===== config.mk =====
export PLATFORM = sky130hd
export DESIGN_NAME = infix_expression_tokenizer_core
export DESIGN_NICKNAME = d
export VERILOG_FILES = /design/src/itok_pkg.sv /design/src/infix_expression_tokenizer_core.sv
export SDC_FILE = /design/constraint.sdc
export NUM_CORES = 1
export LEC_CHECK = 0
export BUFFER_PORTS_ARGS = -buffer_cell sky130_fd_sc_hd__buf_2
export CORE_MARGIN = 2
export CORE_UTILIZATION = 43
export CTS_CLUSTER_DIAMETER = 100
export CTS_CLUSTER_SIZE = 16
export DETAILED_ROUTE_END_ITERATION = 8
export GPL_ROUTABILITY_DRIVEN = 0
export PLACE_DENSITY_LB_ADDON = 0.15
export SLEW_MARGIN = 20
export SYNTH_ARGS = -nofsm -noshare
export SYNTH_HDL_FRONTEND = slang
export SYNTH_SLANG_ARGS = --single-unit

===== constraint.sdc =====
create_clock -name clk -period 6 [get_ports clk]
set_input_delay 1.8 -clock clk [delete_from_list [all_inputs] [get_ports clk]]
set_output_delay 1.8 -clock clk [all_outputs]
set_load 0.02 [all_outputs]

===== src/itok_pkg.sv =====
`default_nettype none

package itok_pkg;

	localparam int NUMBER_BITS_DEF = 32;
	localparam int NAME_CHARS_DEF  = 3;

	localparam int TYPE_W  = 3;
	localparam int VALUE_W = 32;
	localparam int NAME_W  = 24;
	localparam int NLEN_W  = 2;
	localparam int CHAR_W  = 8;

	localparam logic [TYPE_W-1:0] TOK_VAR  = 3'd0;
	localparam logic [TYPE_W-1:0] TOK_LPAR = 3'd1;
	localparam logic [TYPE_W-1:0] TOK_RPAR = 3'd2;
	localparam logic [TYPE_W-1:0] TOK_NAME = 3'd3;
	localparam logic [TYPE_W-1:0] TOK_NUM  = 3'd4;
	localparam logic [TYPE_W-1:0] TOK_OP   = 3'd5;

	localparam logic [CHAR_W-1:0] CH_X     = 8'h78;
	localparam logic [CHAR_W-1:0] CH_LPAR  = 8'h28;
	localparam logic [CHAR_W-1:0] CH_RPAR  = 8'h29;
	localparam logic [CHAR_W-1:0] CH_ZERO  = 8'h30;
	localparam logic [CHAR_W-1:0] CH_NINE  = 8'h39;
	localparam logic [CHAR_W-1:0] CH_LA    = 8'h61;
	localparam logic [CHAR_W-1:0] CH_LZ    = 8'h7a;
	localparam logic [CHAR_W-1:0] CH_UA    = 8'h41;
	localparam logic [CHAR_W-1:0] CH_UZ    = 8'h5a;
	localparam logic [CHAR_W-1:0] CH_SPACE = 8'h20;
	localparam logic [CHAR_W-1:0] CH_TAB   = 8'h09;
	localparam logic [CHAR_W-1:0] CH_CR    = 8'h0d;

	typedef struct packed {
		logic [TYPE_W-1:0]  token_type;
		logic [VALUE_W-1:0] number_value;
		logic               number_saturated;
		logic [NAME_W-1:0]  name_chars;
		logic [NLEN_W-1:0]  name_length;
		logic [CHAR_W-1:0]  operator_char;
		logic               last_of_run;
		logic               equation_done;
	} tok_t;

endpackage

`default_nettype wire


===== src/infix_expression_tokenizer_core.sv =====
`default_nettype none

// channel   valid        stall        payload
// input     char_valid   char_stall   char_code, end_of_equation
// output    token_valid  token_stall  token_type, number_value, number_saturated,
//                                     name_chars, name_length, operator_char,
//                                     last_of_run, equation_done
//
// an item goes into an input register, is tokenized there and its first token
// lands in the output register
// one item per cycle while token_stall is low; an item that gives two tokens holds
// the input register while the second token moves from the spill register
// arst_n clears the scan state and all valid flags
// token_stall holds the output register and, through it, char_stall

module infix_expression_tokenizer_core #(
	parameter int NUMBER_BITS = itok_pkg::NUMBER_BITS_DEF,
	parameter int NAME_CHARS  = itok_pkg::NAME_CHARS_DEF
) (
	input  wire logic                        clk,
	input  wire logic                        arst_n,
	input  wire logic                        char_valid,
	output logic                             char_stall,
	input  wire logic [itok_pkg::CHAR_W-1:0] char_code,
	input  wire logic                        end_of_equation,
	output logic                             token_valid,
	input  wire logic                        token_stall,
	output logic [itok_pkg::TYPE_W-1:0]      token_type,
	output logic [itok_pkg::VALUE_W-1:0]     number_value,
	output logic                             number_saturated,
	output logic [itok_pkg::NAME_W-1:0]      name_chars,
	output logic [itok_pkg::NLEN_W-1:0]      name_length,
	output logic [itok_pkg::CHAR_W-1:0]      operator_char,
	output logic                             last_of_run,
	output logic                             equation_done
);
	import itok_pkg::*;

	localparam int NW   = NAME_CHARS * 8;
	localparam int CW   = $clog2(NAME_CHARS + 1);
	localparam int VXW  = (NUMBER_BITS > VALUE_W) ? NUMBER_BITS : VALUE_W;
	localparam int NXW  = (NW > NAME_W) ? NW : NAME_W;
	localparam int CXW  = (CW > NLEN_W) ? CW : NLEN_W;
	localparam int PW   = NUMBER_BITS + 4;

	localparam logic [1:0] MODE_IDLE = 2'd0;
	localparam logic [1:0] MODE_NUM  = 2'd1;
	localparam logic [1:0] MODE_NAME = 2'd2;

	// input register
	logic              valid_s1;
	logic [CHAR_W-1:0] char_s1;
	logic              end_s1;

	// scan state
	logic [1:0]             mode_q;
	logic [NUMBER_BITS-1:0] acc_q;
	logic                   ovf_q;
	logic [NW-1:0]          nbuf_q;
	logic [CW-1:0]          ncnt_q;

	tok_t out_q;
	logic out_valid_q;
	tok_t spill_q;
	logic spill_valid_q;

	logic out_free;
	logic go;

	assign out_free   = !out_valid_q || !token_stall;
	assign go         = valid_s1 && !spill_valid_q && out_free;
	assign char_stall = valid_s1 && !go;

	// character classes
	logic is_digit, is_letter, is_blank;
	logic [3:0] dval;

	assign is_digit  = (char_s1 >= CH_ZERO) && (char_s1 <= CH_NINE);
	assign is_letter = ((char_s1 >= CH_LA) && (char_s1 <= CH_LZ)) ||
	                   ((char_s1 >= CH_UA) && (char_s1 <= CH_UZ));
	assign is_blank  = (char_s1 == CH_SPACE) || ((char_s1 >= CH_TAB) && (char_s1 <= CH_CR));
	assign dval      = char_s1[3:0];

	// acc * 10 + digit, saturating
	logic [PW-1:0]          prod;
	logic                   acc_ovf;
	logic [NUMBER_BITS-1:0] acc_add;

	assign prod    = {1'b0, acc_q, 3'b000} + {3'b000, acc_q, 1'b0} + PW'(dval);
	assign acc_ovf = ovf_q || (|prod[PW-1:NUMBER_BITS]);
	assign acc_add = acc_ovf ? {NUMBER_BITS{1'b1}} : prod[NUMBER_BITS-1:0];

	// next character into the pending name
	logic [NW-1:0] nbuf_add;
	logic [CW-1:0] ncnt_add;

	always_comb begin
		nbuf_add = nbuf_q;
		for (int i = 0; i < NAME_CHARS; i++) begin
			if (ncnt_q == CW'(i)) begin
				nbuf_add[(NAME_CHARS - 1 - i) * 8 +: 8] = char_s1;
			end
		end
		ncnt_add = (ncnt_q < CW'(NAME_CHARS)) ? ncnt_q + CW'(1) : ncnt_q;
	end

	// token formatting
	function automatic tok_t num_tok(input logic [NUMBER_BITS-1:0] v, input logic sat);
		logic [VXW-1:0] vx;
		tok_t t;
		vx = VXW'(v);
		t = '0;
		t.token_type       = TOK_NUM;
		t.number_value     = vx[VALUE_W-1:0];
		t.number_saturated = sat;
		return t;
	endfunction

	function automatic tok_t name_tok(input logic [NW-1:0] nb, input logic [CW-1:0] nc);
		logic [NXW-1:0] nx;
		logic [CXW-1:0] cx;
		tok_t t;
		nx = NXW'(nb);
		cx = CXW'(nc);
		t = '0;
		t.token_type  = TOK_NAME;
		t.name_chars  = nx[NAME_W-1:0];
		t.name_length = cx[NLEN_W-1:0];
		return t;
	endfunction

	// tokenizing of the item in the input register
	logic                   pre_v, cls_v;
	tok_t                   pre_tok, cls_tok;
	logic [1:0]             mode_d;
	logic [NUMBER_BITS-1:0] acc_d;
	logic                   ovf_d;
	logic [NW-1:0]          nbuf_d;
	logic [CW-1:0]          ncnt_d;
	logic                   classify;
	logic [NW-1:0]          nbuf_first;

	always_comb begin
		pre_v    = 1'b0;
		cls_v    = 1'b0;
		pre_tok  = '0;
		cls_tok  = '0;
		mode_d   = mode_q;
		acc_d    = acc_q;
		ovf_d    = ovf_q;
		nbuf_d   = nbuf_q;
		ncnt_d   = ncnt_q;
		classify = 1'b1;
		nbuf_first = '0;
		nbuf_first[NW-1 -: 8] = char_s1;

		unique case (mode_q)
			MODE_NAME: begin
				classify = 1'b0;
				if (ncnt_add >= CW'(NAME_CHARS) || end_s1) begin
					pre_v   = 1'b1;
					pre_tok = name_tok(nbuf_add, ncnt_add);
					mode_d  = MODE_IDLE;
					nbuf_d  = '0;
					ncnt_d  = '0;
				end else begin
					nbuf_d = nbuf_add;
					ncnt_d = ncnt_add;
				end
			end
			MODE_NUM: begin
				if (is_digit) begin
					classify = 1'b0;
					if (end_s1) begin
						pre_v   = 1'b1;
						pre_tok = num_tok(acc_add, acc_ovf);
					end else begin
						acc_d = acc_add;
						ovf_d = acc_ovf;
					end
				end else begin
					pre_v   = 1'b1;
					pre_tok = num_tok(acc_q, ovf_q);
					acc_d   = '0;
					ovf_d   = 1'b0;
					mode_d  = MODE_IDLE;
				end
			end
			default: begin
				mode_d = MODE_IDLE;
			end
		endcase

		if (classify) begin
			if (char_s1 == CH_X) begin
				cls_v = 1'b1;
				cls_tok.token_type = TOK_VAR;
			end else if (char_s1 == CH_LPAR) begin
				cls_v = 1'b1;
				cls_tok.token_type = TOK_LPAR;
			end else if (char_s1 == CH_RPAR) begin
				cls_v = 1'b1;
				cls_tok.token_type = TOK_RPAR;
			end else if (is_letter) begin
				if (NAME_CHARS <= 1 || end_s1) begin
					cls_v   = 1'b1;
					cls_tok = name_tok(nbuf_first, CW'(1));
					nbuf_d  = '0;
					ncnt_d  = '0;
				end else begin
					nbuf_d = nbuf_first;
					ncnt_d = CW'(1);
					mode_d = MODE_NAME;
				end
			end else if (is_digit) begin
				// a single digit never overflows
				if (end_s1) begin
					cls_v   = 1'b1;
					cls_tok = num_tok(NUMBER_BITS'(dval), 1'b0);
				end else begin
					acc_d  = NUMBER_BITS'(dval);
					ovf_d  = 1'b0;
					mode_d = MODE_NUM;
				end
			end else if (!is_blank) begin
				cls_v = 1'b1;
				cls_tok.token_type    = TOK_OP;
				cls_tok.operator_char = char_s1;
			end
		end

		if (end_s1) begin
			mode_d = MODE_IDLE;
			acc_d  = '0;
			ovf_d  = 1'b0;
			nbuf_d = '0;
			ncnt_d = '0;
		end
	end

	// place the one or two tokens of the item
	tok_t r0, r1;
	logic two;

	always_comb begin
		two = pre_v && cls_v;
		r0  = pre_v ? pre_tok : cls_tok;
		r1  = cls_tok;
		if (two) begin
			r1.last_of_run   = 1'b1;
			r1.equation_done = end_s1;
		end else begin
			r0.last_of_run   = 1'b1;
			r0.equation_done = end_s1;
		end
	end

	always_ff @(posedge clk or negedge arst_n) begin
		if (!arst_n) begin
			valid_s1 <= 1'b0;
		end else if (char_valid && !char_stall) begin
			valid_s1 <= 1'b1;
		end else if (go) begin
			valid_s1 <= 1'b0;
		end
	end

	always_ff @(posedge clk) begin
		if (char_valid && !char_stall) begin
			char_s1 <= char_code;
			end_s1  <= end_of_equation;
		end
	end

	always_ff @(posedge clk or negedge arst_n) begin
		if (!arst_n) begin
			mode_q <= MODE_IDLE;
			acc_q  <= '0;
			ovf_q  <= 1'b0;
			nbuf_q <= '0;
			ncnt_q <= '0;
		end else if (go) begin
			mode_q <= mode_d;
			acc_q  <= acc_d;
			ovf_q  <= ovf_d;
			nbuf_q <= nbuf_d;
			ncnt_q <= ncnt_d;
		end
	end

	always_ff @(posedge clk or negedge arst_n) begin
		if (!arst_n) begin
			out_valid_q   <= 1'b0;
			spill_valid_q <= 1'b0;
		end else if (out_free) begin
			if (spill_valid_q) begin
				out_valid_q   <= 1'b1;
				spill_valid_q <= 1'b0;
			end else if (go) begin
				out_valid_q   <= pre_v || cls_v;
				spill_valid_q <= two;
			end else begin
				out_valid_q <= 1'b0;
			end
		end
	end

	always_ff @(posedge clk) begin
		if (out_free) begin
			if (spill_valid_q) begin
				out_q <= spill_q;
			end else if (go) begin
				out_q   <= r0;
				spill_q <= r1;
			end
		end
	end

	assign token_valid      = out_valid_q;
	assign token_type       = out_q.token_type;
	assign number_value     = out_q.number_value;
	assign number_saturated = out_q.number_saturated;
	assign name_chars       = out_q.name_chars;
	assign name_length      = out_q.name_length;
	assign operator_char    = out_q.operator_char;
	assign last_of_run      = out_q.last_of_run;
	assign equation_done    = out_q.equation_done;

endmodule

`default_nettype wire


==> run metrics <==
outcome=complete, no violations; DRC=0; TritonRoute pass-1 iters=7; worst setup path category=reg2reg; largest area contributor in the netlist=edfxtp_1; metal2 WL=11100 µm; initial antenna violation count=0; Pint=2.12 mW; setup violators final=0; Synth Cell Area=0.00998 mm²; worst setup margin=1.56 ns; vias per std cell=5.90; Avg WL per Cell=19.0 µm; core area=0.0227 mm²; sequential fraction of the synthesis area=48.3%; share of cells above drive strength 1=14.6%; vias in the first global route=7708; placed insts=1325; Synth Area in Adders=8.55%; H-tree depth=4; RSZ-0062 raised after global routing=no; ys flop type=edfxtp_1; Clock Power Share=36.7%; combinational share of power=15.6%; Slew HR=36.3%; Die Wd=156 µm; Critical path buffers and inverters=2; Initial Utilization=43.9%; highest metal used=met4; switching part of the total power=31.2%; most common cell after layout, fill and taps aside=nand2_1; Data arrival, critical path=4.61 ns; Critical Path RT=6.17 ns; Initial DRC Count=831; Seq pwr share=47.8%; CTS Hold Bufs=0; ANT nets after route=0; Least-Margin Pin Slew=0.955 ns; final hold viol count=0; num ports=87; gate count of the mapped netlist=996; Met1 Routed Length=13200 µm; first-pass GRT wire length=42100 µm; CP Launch Type=register; # diodes=0; all-layer global routing usage=21.9%; pin count of the biggest net entering global routing=73; Cell Rows=55; Post-synth EDFFs=107; CP peak stage delay=0.59 ns; Synthesized Nets=1076; Top delay family on crit path=simple AND/OR/NAND/NOR gates; fraction of registers with async set or reset after synthesis=37.4%; Cell Chain, Critical Path=buf_4 > fa_1 > ha_1 > a211oi_2 > o211ai_2 > and4b_4 > nor3_1 > o41ai_1 > mux2_4 > nor3_4 > buf_4 > a31oi_1; final slew viol count=0; Compound-Gate Fraction of Synth Area=22.0%; YS warnings=0; Crit. End Element=register; fmax=225 MHz; CTS buffer count=17; die area=0.0244 mm²; CP max FO=20; worst min path class=reg2reg; Pleak=4.97 nW; mux cell area share after synthesis=1.49%; met3 wire length=1300 µm; Post-Syn Area per Cell=10.0 µm²; final wirelength=25800 µm; count of state elements after synthesis=171; Non-Filler Instances=1357; clk_lat worst skew=0.44 ns; fin crit share=73.9%; Setup TNS=0 ns; post-layout min period=4.44 ns; synthesis-to-layout area growth=12.9%; main combinational cell family by area after synthesis=compound AO/OA/AOI/OAI gates; DP Wirelength=17600 µm; total grt overflow=0; Clock transition at path regs=0.08 ns; Max IR drop VDD=0.187 mV; Slowest cell on crit path=nor3_4; PostCTS Resize Cnt=0; Total Power=3.08 mW; sw power=0.963 mW; CTS Sinks=171; top cells by area, synth=edfxtp_1 (32%), dfrtp_1 (16%), ha_1 (8.2%), o21ai_0 (4.7%), nand2_1 (4.6%); pwr dens=274 mW/mm²; Chip Height=156 µm; Yosys cell types=73; Place WS=1.62 ns; CP dominant cell by count=buf_4; area share of the largest cell type after synthesis=32.2%; port buffer count=86; clk buf depth=2; nets@finish=1139; Root Buffer=clkbuf_16; Worst Skew=0.0131 ns; Setup Buffers After CTS=0; Max-Cap Viols=0; CTS tree=yes; most frequent cells in the layout=nand2_1 (121), edfxtp_1 (107), o21ai_0 (93); Vias=8013; simple-gate share of the synthesized area=14.4%; Synth Area in XOR/XNOR=2.02%
[through the flow]
step	hold slack (ns)	area [µm²]	util, %
floorplan	0.464	9980	-
CTS	0.504	11300	49.6
finish	0.505	11300	49.6
detailed placement	0.481	10600	46.9
global placement	0.479	10600	46.9
global route	0.519	11300	49.6
[power groups by stage]
stage / Combinational, mW / Sequential (mW) / Clock (mW)
2_1_floorplan: 0.250 / 1.56 / 0
4_1_cts: 0.482 / 1.47 / 1.15
5_1_grt: 0.526 / 1.49 / 1.20
3_5_place_dp: 0.481 / 1.50 / 0
3_3_place_gp: 0.478 / 1.49 / 0
6_report: 0.480 / 1.47 / 1.13
[routing by layer]
layer | global-route usage (%) | vias up
li1 | - | 3844
met1 | 34.2 | 3900
met2 | 31.4 | 236
met3 | 4.10 | 33
met4 | 5.07 | 0
met5 | 0 | -
[sequential cells by signal, summed over array words and instances, names as in the netlist]
signal,flops
mode_q,2
end_s1,1
equation_done,1
name_chars,24
acc_q,32
spill_q,26
operator_char,8
number_value,32
ncnt_q,2
name_length,2
spill_valid_q,1
last_of_run,1
nbuf_q,24
char_s1,8
token_type,3
ovf_q,1
valid_s1,1
number_saturated,1
token_valid,1
[cells in the mapped netlist (9+ instances only)]
master    instances
nor2_1           77
and2_1           20
inv_1            22
nand4_1           9
a22oi_1          31
a31oi_1          10
mux2i_1          10
nand2_1         121
a21oi_1          86
nand3_1          15
buf_2            12
xnor2_1          17
a211oi_1         12
nor2b_1          16
dfrtp_1          64
edfxtp_1        107
ha_1             65
a21o_1           13
o21ai_0          93
a22o_1           16
nor3_1           15
clkbuf_1         38
[worst register-to-register path, delay by kind of cell (launching register included)]
family | cells | cell delay [ns]
AND/OR/NAND/NOR | 3 | 1.24
adder cells (fa/ha/maj) | 2 | 0.86
AO/OA/AOI/OAI | 4 | 0.74
buffers and inverters | 2 | 0.62
flip-flops | 1 | 0.37
multiplexers | 1 | 0.34
[logic make-up after synthesis]
family                     count (synthesis)
other                                      1
buffers and inverters                     78
AOI/OAI and AO/OA                        333
muxes                                     14
xor gates and xnor gates                  23
adders and majority gates                 67
DFF                                      171
and+or+nand+nor                          309
[final timing paths]
| check | start | to | slack, ns | cells after the start |
|---|---|---|---|---|
| max in group asynchronous | arst_n | nbuf_q[16]$_DFFE_PN0P_ | 3.60 | 2 |
| max reg2reg | char_s1[3]$_DFFE_PP_ | number_value[1]$_DFFE_PP_ | 1.56 | 12 |
| min in group asynchronous | arst_n | acc_q[8]$_DFFE_PN0P_ | 1.40 | 1 |
| min | nbuf_q[1]$_DFFE_PN0P_ | nbuf_q[1]$_DFFE_PN0P_ | 0.50 | 1 |
| max | char_s1[3]$_DFFE_PP_ | number_value[1]$_DFFE_PP_ | 1.56 | 12 |
| min reg2reg | nbuf_q[1]$_DFFE_PN0P_ | nbuf_q[1]$_DFFE_PN0P_ | 0.50 | 1 |
[final cells by class]
class	count	area (µm²)
clock buffers	18	439
clock inverters	14	175
fillers	2154	11400
inverters	23	86.3
multi-input cells	747	4870
flip-flops and latches	171	4810
well taps	285	357
repair buffers	99	528
(Power assumes the default switching activity.)
